`src/sv/spsf_pkg.sv`:
```
// Package for the stationary point scan filter.
// Holds field widths, reset values and the command type passed from the front to the back.
// No dependencies.
package spsf_pkg;

	localparam int POS_W     = 32;
	localparam int SMP_W     = 32;
	localparam int IDX_W     = 16;
	localparam int THR_W     = 31;
	localparam int DIFF_W    = POS_W + 1;
	localparam logic [THR_W-1:0] THR_RESET = 31'd66;

	localparam int SLOTS     = 3;
	localparam int SLOT_W    = 2;
	localparam int CQ_DEPTH  = 4;
	localparam int CQ_AW     = 2;

	typedef struct packed {
		logic                        triple;
		logic [SLOTS-1:0][POS_W-1:0] pos;
		logic [SLOTS-1:0][SMP_W-1:0] smp;
		logic [SLOTS-1:0][IDX_W-1:0] idx;
	} cmd_t;

endpackage

```
`src/sv/spsf_front.sv`:
```
// Front part of the stationary point scan filter: accepts points and classifies them.
// Keeps the previous position, moving run, held points and kept count; issues commands.
// Depends on spsf_pkg.
module spsf_front #(
	parameter int          CONFIRM_RUN = 3,
	parameter int unsigned IDX_CAP     = 65535
) (
	input  logic                              clk,
	input  logic                              arst_n,
	input  logic                              threshold_we,
	input  logic [spsf_pkg::THR_W-1:0]        threshold_wdata,
	input  logic                              push,
	input  logic signed [spsf_pkg::POS_W-1:0] axis_position,
	input  logic signed [spsf_pkg::SMP_W-1:0] sample_value,
	input  logic                              scan_start,
	output logic                              full,
	output logic                              cq_push,
	input  logic                              cq_full,
	output spsf_pkg::cmd_t                    cq_data
);

	localparam int RUN_W = $clog2(CONFIRM_RUN + 2);
	localparam int IW    = spsf_pkg::IDX_W;
	localparam int PW    = spsf_pkg::POS_W;
	localparam int SW    = spsf_pkg::SMP_W;
	localparam int DW    = spsf_pkg::DIFF_W;
	localparam logic [RUN_W-1:0] RUN_CONFIRM = RUN_W'(CONFIRM_RUN);
	localparam logic [RUN_W-1:0] RUN_LIMIT   = RUN_W'(CONFIRM_RUN + 1);
	localparam logic [IW-1:0]    CAP         = IW'(IDX_CAP);

	logic [spsf_pkg::THR_W-1:0] thr_q;
	logic [PW-1:0]              prev_q;
	logic [RUN_W-1:0]           run_q;
	logic [IW-1:0]              count_q;
	logic [1:0][PW-1:0]         held_pos_q;
	logic [1:0][SW-1:0]         held_smp_q;

	logic                       valid_s1;
	logic [PW-1:0]              pos_s1;
	logic [SW-1:0]              smp_s1;
	logic                       start_s1;
	logic [DW-1:0]              diff_s1;

	logic                       accept;
	logic                       fire;
	logic                       stationary;
	logic                       hold;
	logic                       emit;
	logic                       triple;
	logic [DW-1:0]              thr_ext;
	logic [DW-1:0]              thr_neg;
	logic [DW-1:0]              diff_in;
	logic [IW-1:0]              idx1;
	logic [IW-1:0]              idx2;
	logic [IW-1:0]              idx_last;

	function automatic logic [IW-1:0] sat_inc(input logic [IW-1:0] c);
		sat_inc = (c < CAP) ? c + IW'(1) : c;
	endfunction

	assign accept  = push && !full;
	assign diff_in = {axis_position[PW-1], axis_position} - {prev_q[PW-1], prev_q};

	assign thr_ext    = {{(DW - spsf_pkg::THR_W){1'b0}}, thr_q};
	assign thr_neg    = -thr_ext;
	assign stationary = ($signed(diff_s1) < $signed(thr_ext)) &&
	                    ($signed(diff_s1) > $signed(thr_neg));

	assign hold   = valid_s1 && !start_s1 && !stationary && (run_q < RUN_CONFIRM);
	assign emit   = valid_s1 && !start_s1 && !stationary && (run_q >= RUN_CONFIRM);
	assign triple = (run_q == RUN_CONFIRM);
	assign fire   = valid_s1 && (!emit || !cq_full);
	assign full   = valid_s1 && !fire;

	assign idx1     = sat_inc(count_q);
	assign idx2     = sat_inc(idx1);
	assign idx_last = triple ? idx2 : count_q;

	assign cq_push        = emit && !cq_full;
	assign cq_data.triple = triple;
	assign cq_data.pos    = {pos_s1, held_pos_q[1], held_pos_q[0]};
	assign cq_data.smp    = {smp_s1, held_smp_q[1], held_smp_q[0]};
	assign cq_data.idx    = {idx_last, idx1, count_q};

	always_ff @(posedge clk or negedge arst_n) begin
		if (!arst_n) begin
			thr_q <= spsf_pkg::THR_RESET;
		end else if (threshold_we) begin
			thr_q <= threshold_wdata;
		end
	end

	always_ff @(posedge clk or negedge arst_n) begin
		if (!arst_n) begin
			valid_s1 <= 1'b0;
			prev_q   <= '0;
		end else begin
			if (!valid_s1 || fire) begin
				valid_s1 <= accept;
			end
			if (accept) begin
				prev_q <= axis_position;
			end
		end
	end

	always_ff @(posedge clk) begin
		if (accept) begin
			pos_s1   <= axis_position;
			smp_s1   <= sample_value;
			start_s1 <= scan_start;
			diff_s1  <= diff_in;
		end
	end

	always_ff @(posedge clk or negedge arst_n) begin
		if (!arst_n) begin
			run_q   <= '0;
			count_q <= '0;
		end else if (fire) begin
			if (start_s1) begin
				run_q   <= '0;
				count_q <= '0;
			end else if (stationary) begin
				run_q <= '0;
			end else if (run_q < RUN_CONFIRM) begin
				run_q <= run_q + RUN_W'(1);
			end else begin
				if (triple) begin
					run_q <= run_q + RUN_W'(1);
				end
				count_q <= sat_inc(idx_last);
			end
		end
	end

	always_ff @(posedge clk) begin
		if (fire && hold) begin
			held_pos_q[0] <= held_pos_q[1];
			held_smp_q[0] <= held_smp_q[1];
			held_pos_q[1] <= pos_s1;
			held_smp_q[1] <= smp_s1;
		end
	end

	a_no_push_when_full: assert property (@(posedge clk) disable iff (!arst_n)
		cq_push |-> !cq_full)
		else $error("Command pushed into a full queue.");

	a_run_bounded: assert property (@(posedge clk) disable iff (!arst_n)
		run_q <= RUN_LIMIT)
		else $error("Moving run counted past its limit.");

	a_count_capped: assert property (@(posedge clk) disable iff (!arst_n)
		count_q <= CAP)
		else $error("Kept count passed its saturation value.");

endmodule

```
`src/sv/spsf_cmd_fifo.sv`:
```
// Command queue between the front and back parts of the stationary point scan filter.
// A small register file with read and write pointers and an occupancy count.
// Depends on spsf_pkg.
module spsf_cmd_fifo (
	input  logic           clk,
	input  logic           arst_n,
	input  logic           push,
	input  spsf_pkg::cmd_t wdata,
	output logic           full,
	input  logic           pop,
	output logic           empty,
	output spsf_pkg::cmd_t rdata
);

	localparam int AW = spsf_pkg::CQ_AW;

	spsf_pkg::cmd_t mem_q [spsf_pkg::CQ_DEPTH];
	logic [AW-1:0]  wr_ptr_q;
	logic [AW-1:0]  rd_ptr_q;
	logic [AW:0]    cnt_q;

	assign full  = (cnt_q == (AW + 1)'(spsf_pkg::CQ_DEPTH));
	assign empty = (cnt_q == '0);
	assign rdata = mem_q[rd_ptr_q];

	always_ff @(posedge clk) begin
		if (push) begin
			mem_q[wr_ptr_q] <= wdata;
		end
	end

	always_ff @(posedge clk or negedge arst_n) begin
		if (!arst_n) begin
			wr_ptr_q <= '0;
			rd_ptr_q <= '0;
			cnt_q    <= '0;
		end else begin
			if (push) begin
				wr_ptr_q <= wr_ptr_q + AW'(1);
			end
			if (pop) begin
				rd_ptr_q <= rd_ptr_q + AW'(1);
			end
			if (push && !pop) begin
				cnt_q <= cnt_q + (AW + 1)'(1);
			end else if (pop && !push) begin
				cnt_q <= cnt_q - (AW + 1)'(1);
			end
		end
	end

endmodule

```
`src/sv/spsf_back.sv`:
```
// Back part of the stationary point scan filter: expands commands into results.
// Walks a three-point command one slot per cycle while the output is free; holds the output register.
// Depends on spsf_pkg.
module spsf_back (
	input  logic                              clk,
	input  logic                              arst_n,
	input  logic                              cq_empty,
	input  spsf_pkg::cmd_t                    cq_rdata,
	output logic                              cq_pop,
	input  logic                              pop,
	output logic                              empty,
	output logic signed [spsf_pkg::POS_W-1:0] kept_position,
	output logic signed [spsf_pkg::SMP_W-1:0] kept_sample,
	output logic [spsf_pkg::IDX_W-1:0]        kept_index,
	output logic                              last_of_burst
);

	localparam int SLW = spsf_pkg::SLOT_W;
	localparam logic [SLW-1:0] SLOT_LAST = SLW'(spsf_pkg::SLOTS - 1);

	logic [SLW-1:0]               phase_q;
	logic                         out_valid_q;
	logic [spsf_pkg::POS_W-1:0]   pos_q;
	logic [spsf_pkg::SMP_W-1:0]   smp_q;
	logic [spsf_pkg::IDX_W-1:0]   idx_q;
	logic                         last_q;

	logic [SLW-1:0]               slot;
	logic                         slot_last;
	logic                         load;

	assign slot      = cq_rdata.triple ? phase_q : SLOT_LAST;
	assign slot_last = (slot == SLOT_LAST);
	assign load      = !cq_empty && (!out_valid_q || pop);
	assign cq_pop    = load && slot_last;

	assign empty         = !out_valid_q;
	assign kept_position = $signed(pos_q);
	assign kept_sample   = $signed(smp_q);
	assign kept_index    = idx_q;
	assign last_of_burst = last_q;

	always_ff @(posedge clk or negedge arst_n) begin
		if (!arst_n) begin
			phase_q     <= '0;
			out_valid_q <= 1'b0;
		end else begin
			if (load) begin
				out_valid_q <= 1'b1;
				phase_q     <= slot_last ? '0 : phase_q + SLW'(1);
			end else if (pop) begin
				out_valid_q <= 1'b0;
			end
		end
	end

	always_ff @(posedge clk) begin
		if (load) begin
			pos_q  <= cq_rdata.pos[slot];
			smp_q  <= cq_rdata.smp[slot];
			idx_q  <= cq_rdata.idx[slot];
			last_q <= slot_last;
		end
	end

	a_phase_in_triple: assert property (@(posedge clk) disable iff (!arst_n)
		(phase_q != '0) |-> (!cq_empty && cq_rdata.triple))
		else $error("Burst phase advanced without a three-point command at the head.");

	a_phase_bounded: assert property (@(posedge clk) disable iff (!arst_n)
		phase_q <= SLOT_LAST)
		else $error("Burst phase ran past the last slot.");

	a_pop_not_empty: assert property (@(posedge clk) disable iff (!arst_n)
		cq_pop |-> !cq_empty)
		else $error("Command popped from an empty queue.");

endmodule

```
`src/sv/stationary_point_scan_filter_core.sv`:
```
// Top level of the stationary point scan filter.
// Connects the front classifier, the command queue and the back expander.
// Depends on spsf_pkg, spsf_front, spsf_cmd_fifo and spsf_back.
//
// Input channel: a scan point is accepted on a rising edge with push high and full low.
// Result channel: while empty is low the oldest kept point is on the result ports; it is
// taken on a rising edge with pop high. last_of_burst marks the final result of one input.
// Configuration: threshold_we writes threshold_wdata into the motion threshold at once;
// write it only while the block is idle.
// Path: a kept point passes the classify register, command queue and output register.
// Throughput: one point per cycle in while full is low; one result per cycle out on pop.
// The confirming point of a moving stretch yields three results from one command entry;
// the four-entry command queue absorbs further commands while input continues.
// When the receiver stalls, the output register holds, the queue fills, and full rises
// once the queue is full and the classify stage holds a point that must be kept.
// Reset clears the previous position, moving run, kept count, queue and output valid,
// and sets the threshold to its default; held points are not cleared.
module stationary_point_scan_filter_core #(
	parameter int CONFIRM_RUN = 3,
	parameter int MAX_POINTS  = 65536
) (
	input  logic                              clk,
	input  logic                              arst_n,
	input  logic                              threshold_we,
	input  logic [spsf_pkg::THR_W-1:0]        threshold_wdata,
	input  logic                              push,
	output logic                              full,
	input  logic signed [spsf_pkg::POS_W-1:0] axis_position,
	input  logic signed [spsf_pkg::SMP_W-1:0] sample_value,
	input  logic                              scan_start,
	input  logic                              pop,
	output logic                              empty,
	output logic signed [spsf_pkg::POS_W-1:0] kept_position,
	output logic signed [spsf_pkg::SMP_W-1:0] kept_sample,
	output logic [spsf_pkg::IDX_W-1:0]        kept_index,
	output logic                              last_of_burst
);

	localparam int unsigned IDX_MAX = (1 << spsf_pkg::IDX_W) - 1;
	localparam int unsigned IDX_CAP = (MAX_POINTS - 1 > IDX_MAX) ? IDX_MAX : MAX_POINTS - 1;

	logic           cq_push;
	logic           cq_full;
	logic           cq_pop;
	logic           cq_empty;
	spsf_pkg::cmd_t cq_wdata;
	spsf_pkg::cmd_t cq_rdata;

	spsf_front #(
		.CONFIRM_RUN (CONFIRM_RUN),
		.IDX_CAP     (IDX_CAP)
	) u_front (
		.clk             (clk),
		.arst_n          (arst_n),
		.threshold_we    (threshold_we),
		.threshold_wdata (threshold_wdata),
		.push            (push),
		.axis_position   (axis_position),
		.sample_value    (sample_value),
		.scan_start      (scan_start),
		.full            (full),
		.cq_push         (cq_push),
		.cq_full         (cq_full),
		.cq_data         (cq_wdata)
	);

	spsf_cmd_fifo u_cmd_fifo (
		.clk    (clk),
		.arst_n (arst_n),
		.push   (cq_push),
		.wdata  (cq_wdata),
		.full   (cq_full),
		.pop    (cq_pop),
		.empty  (cq_empty),
		.rdata  (cq_rdata)
	);

	spsf_back u_back (
		.clk           (clk),
		.arst_n        (arst_n),
		.cq_empty      (cq_empty),
		.cq_rdata      (cq_rdata),
		.cq_pop        (cq_pop),
		.pop           (pop),
		.empty         (empty),
		.kept_position (kept_position),
		.kept_sample   (kept_sample),
		.kept_index    (kept_index),
		.last_of_burst (last_of_burst)
	);

endmodule
```
`config.mk`:
```
export PLATFORM = sky130hd
export DESIGN_NAME = stationary_point_scan_filter_core
export DESIGN_NICKNAME = d
export VERILOG_FILES = /design/src/sv/spsf_pkg.sv /design/src/sv/spsf_front.sv /design/src/sv/spsf_cmd_fifo.sv /design/src/sv/spsf_back.sv /design/src/sv/stationary_point_scan_filter_core.sv
export SDC_FILE = /design/constraint.sdc
export NUM_CORES = 1
export LEC_CHECK = 0
export BUFFER_PORTS_ARGS = -buffer_cell sky130_fd_sc_hd__buf_2
export CAP_MARGIN = 20
export CORE_ASPECT_RATIO = 1.5
export CORE_MARGIN = 2
export CORE_UTILIZATION = 50
export DETAILED_ROUTE_END_ITERATION = 16
export MAX_ROUTING_LAYER = met4
export PLACE_DENSITY = 0.65
export SKIP_CTS_REPAIR_TIMING = 1
export SLEW_MARGIN = 20
export SYNTH_ARGS = -nofsm -noshare
export SYNTH_HDL_FRONTEND = slang
export SYNTH_SLANG_ARGS = --single-unit
```
`constraint.sdc`:
```
create_clock -name clk -period 13.3 [get_ports clk]
set_input_delay 0.665 -clock clk [delete_from_list [all_inputs] [get_ports clk]]
set_output_delay 0.665 -clock clk [all_outputs]
set_load 0.01 [all_outputs]
```
==> results of run 1 <==
[logic make-up (layout without fill, tap and decap cells)]
family | Yosys count | after routing | share of synthesized area [%]
AO/OA/AOI/OAI | 380 | 380 | 4.59
XOR/XNOR | 74 | 74 | 1.19
other | 0 | 15 | 0
buffers and inverters | 222 | 550 | 1.58
multiplexers | 363 | 363 | 12.2
AND/OR/NAND/NOR | 431 | 431 | 3.84
adder cells (fa/ha/maj) | 108 | 108 | 2.50
flip-flops | 1364 | 1364 | 74.1
[routing by layer]
| metal | share of wire (%) | wire (µm) | up-vias | GRT usage (%) |
|---|---|---|---|---|
| met5 | 0 | 0 | - | - |
| met1 | 41 | 45800 | 14200 | 26.3 |
| li1 | - | - | 12200 | - |
| met4 | 2.3 | 2580 | 0 | 5.84 |
| met2 | 51 | 57000 | 718 | 34.7 |
| met3 | 5.0 | 5600 | 157 | 3.30 |
[worst max-delay path by stage]
stage / startpoint / end / slack, ps / depth (start not counted)
after floorplan: u_front.thr_q[7] / u_cmd_fifo.mem_q[0][0] / 3270 / 20
after global placement: u_front.thr_q[4] / u_cmd_fifo.mem_q[1][135] / 5620 / 19
after detailed placement: u_front.thr_q[7] / u_cmd_fifo.mem_q[1][102] / 5450 / 22
after CTS: u_front.thr_q[7] / u_cmd_fifo.mem_q[1][70] / 5410 / 22
after global routing: u_front.thr_q[7] / u_cmd_fifo.mem_q[1][70] / 4820 / 22
final: u_front.thr_q[4] / u_cmd_fifo.mem_q[1][77] / 5510 / 18
[stage by stage]
step,total power (µW),setup slack [ps],area [µm²]
2_1_floorplan,7040,3270,54700
3_3_place_gp,7880,5620,57300
3_5_place_dp,7930,5450,57300
4_1_cts,11500,5410,61400
5_1_grt,11900,4820,61500
6_report,11400,5510,61500
[power by group]
part	switching [µW]	internal [µW]	leakage [µW]	total [µW]
registers	217	5150	0.0128	5360
logic	1410	1010	0.00631	2420
clock network	1570	2000	0.00199	3570
total	3200	8160	0.0211	11400
[Yosys cell counts (all sizes together) (4+ instances only)]
library cell and n:
edfxtp 1271, and2 10, nand2b 9, a31oi 11, buf 31, or4 5
nor4 16, a31o 4, a21oi 54, nand2 198, o21a 16, xnor2 64
and3 9, mux2 33, o21bai 7, o41ai 5, nor2b 10, inv 102
and4 7, ha 106, a21o 31, a211oi 11, clkbuf 87, dfrtp 91
xor2 10, o2111ai 7, o211ai 13, o31ai 18, nor2 53, nand3 31
o22ai 5, o21ai 163, or2 4, mux4 241, a211o 4, mux2i 89
or3 8, nand4 24, nor3 39
[flip-flops by register name, summed over array words and instances (netlist names)]
name / count
u_front.prev_q: 32
u_front.pos_s1: 32
u_back.kept_position: 32
u_front.diff_s1: 33
u_back.kept_index: 16
u_front.smp_s1: 32
u_cmd_fifo.wr_ptr_q: 2
u_cmd_fifo.rd_ptr_q: 2
u_cmd_fifo.cnt_q: 3
u_back.phase_q: 2
u_front.run_q: 3
u_front.start_s1: 1
u_back.last_of_burst: 1
u_front.valid_s1: 1
u_back.kept_sample: 32
u_front.count_q: 16
u_front.cq_data: 128
u_back.out_valid_q: 1
u_front.thr_q: 31
u_cmd_fifo.mem_q: 964
[area by class of cell]
type                       count  area (µm²)
timing repair buffer         220        1240
inverter                     104         395
multi-input combinational   1356       13400
fill                        8251       47000
sequential                  1364       40500
clock inverter                82         985
clock buffer                 144        3150
tap                         1425        1780
antenna                       15        37.5
[critical path: stages, from the launching register on]
cell      delay, ps
dfrtp_1         400
nor4_1          740
nand3_1         370
nor2_1          460
nand2_1         240
nor3_1          230
xnor2_1         150
ha_1            260
a21o_1          160
a21oi_1         160
o21ai_0          90
o21ai_0         130
o21ai_0         140
o31ai_1         540
o211ai_1        360
nor3_1          890
and2_4          660
buf_4           660
buf_4           680
[placed cells by master, fill, tap and decap left out, types with 8 or more instances in the layout]
cell,synthesis,routed
a211oi_1,9,8
a21o_1,30,30
a21oi_1,48,48
a31oi_1,9,9
and3_1,9,9
buf_2,7,182
buf_4,4,34
bufinv_16,0,15
clkbuf_1,87,19
clkbuf_16,0,121
clkinv_1,2,29
clkinv_2,0,17
dfrtp_1,91,89
diode_2,0,15
edfxtp_1,1271,1271
ha_1,106,106
inv_1,102,100
mux2_2,33,33
mux2i_1,89,89
mux4_2,241,241
nand2_1,197,196
nand2b_1,9,8
nand3_1,30,30
nand4_1,22,22
nor2_1,53,53
nor2b_1,10,10
nor3_1,37,37
nor4_1,13,13
o211ai_1,12,12
o21a_1,16,16
o21ai_0,161,160
o31ai_1,16,15
xnor2_1,64,64
xor2_1,10,10
==> results.yml, run 1 <==
layout:
  fin_nets: 3376
  syn_to_final_growth_pct: 12.4
  drive_gt1_share_pct: 22.5
  utilization_pct: 56.6
  final_cells: 4710
sta:
  skew_ps: 65.5
  hold_viol_final: 0
  rsz0062_at_grt: "false"
  tightest_slew_ps: 1120
  slew_viol_final: 0
  slew_headroom_pct: 25.6
  whs_ps: 93.0
  finalCritPeriodShare_pct: 58.6
  post-route-min-period_ps: 7790
  setup_viol: 0
  timing.fmax_mhz: 128
  fin_tns_setup_ps: 0
power_and_ir_drop:
  peakVddDrop_uv: 129
  powerDensity_nw_per_um2: 185
  leakage_uw: 0.0211
critical_path:
  crit_fanout: 46
  r2r_start: "u_front.thr_q[4]"
  r2r_end: "u_cmd_fifo.mem_q[1][77]"
  arrival_ps: 8150
  cp-end-kind: "flop"
  r2r_cells: 18
  path_class: "reg2reg"
  r2r_slack_ps: 5510
  critPathLaunchType: "flop"
  cp.required_ps: 13660
floorplanning:
  initial_core_util_pct: 50.4
  die_h_um: 409
  fp.coreArea_um2: 109000
  io_pins: 184
  fp.dieArea_um2: 112000
  rows: 148
  die_x_um: 274
yosys:
  synth.net_count: 3151
  synth_edf_count: 1271
  synth_ff_type: "edfxtp_1"
  synthCells: 2942
  synth_seq_area_share_pct: 74.1
  yosysUniqueCellTypes: 97
  synthTopCellsByArea: "edfxtp_1 (70%), mux4_2 (9.9%), dfrtp_1 (4.2%), ha_1 (2.4%), mux2i_1 (1.6%)"
  synth_top_area_share_pct: 69.8
  synth-warning-count: 0
  synth.ff_latch_count: 1364
  synth_area_per_cell_um2: 18.6
  netlist_area_um2: 54700
  async_flop_share_pct: 6.82
  yosysTopAreaCell: "edfxtp_1"
flow_run:
  cap_violations: 0
grt:
  grt_first_pass_wirelength_um: 172000
  overflow: 0
  grtUsageTotal_pct: 20.7
  grt_pass1_vias: 29300
  grt_max_degree: 137
  antenna_found_initial: 16
routing:
  drtIter0Drc: 2200
  wl_per_cell_um: 23.6
  first_pass_iters: 7
  viasPerCell: 5.80
  vias: 27300
  ant_nets: 0
  drt_wl_total_um: 111000
  drc: 0
placement:
  io_buffers: 183
  place_congestion: 0.876
  dp_hpwl_um: 66000
  dp.cells: 4467
clock_tree:
  clock_latency_ps: 750
  htreeDepth: 3
  clock-sinks: 1364
  clkSlewWorstSetupHoldPaths_ps: 60
  cts_buffers: 121
  cts_tree: "done"
  cts-root-buf: "clkbuf_16"
  clockBufferDepth: 3
min_path:
  holdPathStages: 1
  min_to: "u_front.smp_s1[1]"
  min_from: "sample_value[1]"
  min_path_type: "in2reg"
status:
  outcome: "finished clean"
Power figures use the tool's default switching activity.
==> run 2: changes to the inputs <==
PLACE_DENSITY = 0.62   (was 0.65)
clock period = 7.6 ns   (was 13.3 ns; I/O delays follow)
==> results.yml, run 2 (synthesis results as in run 1) <==
power_and_ir_drop:
  powerDensity_nw_per_um2: 320
  leakage_uw: 0.0217
  power.switching_uw: 5600
  share_seq_of_total_power_pct: 46.8
  peakVddDrop_uv: 231
  power.internal_uw: 14500
  p_clk_share_pct: 31.9
  comb_power_share_pct: 21.3
  switching_share_pct: 27.9
critical_path:
  r2r_slack_ps: 1310
  path_class: "reg2out"
  path_cells: "nor4_1 -> nand3_1 -> nor2_1 -> nand2_1 -> nor2_1 -> xnor2_1 -> ha_1 -> a21o_1 -> a21o_1 -> a21oi_1 -> o21ai_0 -> o21ai_0 -> o21ai_0 -> o31ai_1 -> o211ai_1 -> nor3_1 -> buf_2"
  path_buf_inv: 1
  crit_top_cell: "o21ai_0"
  crit_path_top_delay_cell: "nor4_1"
  cp-end-kind: "output port"
  r2r_cells: 19
  crit_fanout: 5
  cp.required_ps: 7220
  crit_family: "simple AND/OR/NAND/NOR gates"
  max_stage_delay_ps: 710
  arrival_ps: 5970
  critPathLaunchType: "flop"
  r2r_start: "u_front.thr_q[4]"
  r2r_end: "u_cmd_fifo.mem_q[0][33]"
routing:
  drtIter0Drc: 1996
  vias: 27500
  ant_nets: 0
  drc: 0
  first_pass_iters: 5
  viasPerCell: 5.71
  wl_per_cell_um: 23.3
  drt_wl_total_um: 112000
layout:
  drive_gt1_share_pct: 22.5
  fin_nets: 3498
  utilization_pct: 57.9
  nFillCells: 8234
  top_register: "u_cmd_fifo.mem_q"
  syn_to_final_growth_pct: 14.9
  multi_input_area_um2: 13400
  regArea_um2: 40500
  layout_common_cells: "edfxtp_1 (1271), mux4_2 (241), nand2_1 (196)"
  final_common_cell: "edfxtp_1"
  final_cells: 4819
  largest_reg_flops: 964
  final_area_um2: 62800
floorplanning:
  fp.coreArea_um2: 109000
  fp.dieArea_um2: 112000
  rows: 148
  die_x_um: 274
  io_pins: 184
  initial_core_util_pct: 50.4
  die_h_um: 409
sta:
  slew_viol_final: 0
  skew_ps: 28.5
  finalCritPeriodShare_pct: 83.5
  slew_headroom_pct: 26.6
  hold_viol_final: 0
  rsz0062_at_grt: "false"
  setup_viol: 0
  post-route-min-period_ps: 6350
  tightest_slew_ps: 1100
  timing.fmax_mhz: 158
flow_run:
  cap_violations: 0
grt:
  antenna_found_initial: 1
  grtUsageTotal_pct: 20.9
  grt_pass1_vias: 29500
  grt_max_degree: 105
  overflow: 0
  grt_first_pass_wirelength_um: 172000
clock_tree:
  cts-root-buf: "clkbuf_16"
  htreeDepth: 4
  cts_buffers: 131
  clkSlewWorstSetupHoldPaths_ps: 60
  cts_tree: "done"
  clock_latency_ps: 740
  clockBufferDepth: 3
  clock-sinks: 1364
placement:
  dp.cells: 4481
  dp_hpwl_um: 66900
  place_congestion: 0.875
  io_buffers: 183
  dpl_cell_area_um2: 57500
min_path:
  min_path_type: "in2async"
status:
  outcome: "finished clean"
[run 2: cell count changes in the layout (fill, tap and decap cells not counted), sizes merged]
cell	before	now
clkbuf	144	159
inv	107	110
clkinvlp	6	8
clkinv	58	54
bufinv	15	10
diode	15	1
buf	219	233
dlygate4sd3	1	99
[run 2: per-layer routing]
layer | GRT usage [%] | vias up | part of all wire [%]
met5 | - | - | 0
met4 | 5.35 | 0 | 2.0
met3 | 3.98 | 173 | 3.9
met2 | 35.5 | 627 | 52
met1 | 25.8 | 14300 | 42
li1 | - | 12400 | -
[run 2: layout make-up]
cell class / instances / share of cell area [%]
flip-flops and latches: 1364 / 64.5
repair buffers: 332 / 3.98
diodes: 1 / 0.00398
clock inverters: 78 / 1.16
clock buffers: 159 / 5.64
well taps: 1425 / 2.84
inverters: 104 / 0.629
multi-input cells: 1356 / 21.3
[run 2: per-stage QoR]
step           hold slack [ps]  power, µW  setup WS, ps  setup TNS, ps
3_5_place_dp               268      13900          1380              0
2_1_floorplan             84.4      12300         -1490        -191230
4_1_cts                   -543      20400          1190              0
5_1_grt                   55.2      21000           635              0
6_report                  85.5      20100          1250              0
3_3_place_gp               263      13800          1430              0
[run 2: power by group through the flow]
stage               Clock (µW)  Combinational, µW  Sequential (µW)
finish                    6410               4270             9400
detailed placement           0               4340             9570
CTS                       6580               4360             9420
global route              6860               4670             9470
global placement             0               4280             9540
floorplan                    0               2820             9490
[run 2: worst max path at each step]
| stage | start | end | slack [ps] | depth (start not counted) |
|---|---|---|---|---|
| after floorplan | u_front.thr_q[7] | u_front.cq_data[100] | -1490 | 19 |
| after global placement | u_front.thr_q[4] | u_cmd_fifo.mem_q[3][19] | 1430 | 19 |
| after detailed placement | u_front.thr_q[4] | u_cmd_fifo.mem_q[3][3] | 1380 | 19 |
| after CTS | u_front.thr_q[4] | full | 1190 | 17 |
| after global routing | u_front.thr_q[4] | full | 630 | 17 |
| final | u_front.thr_q[4] | full | 1250 | 17 |
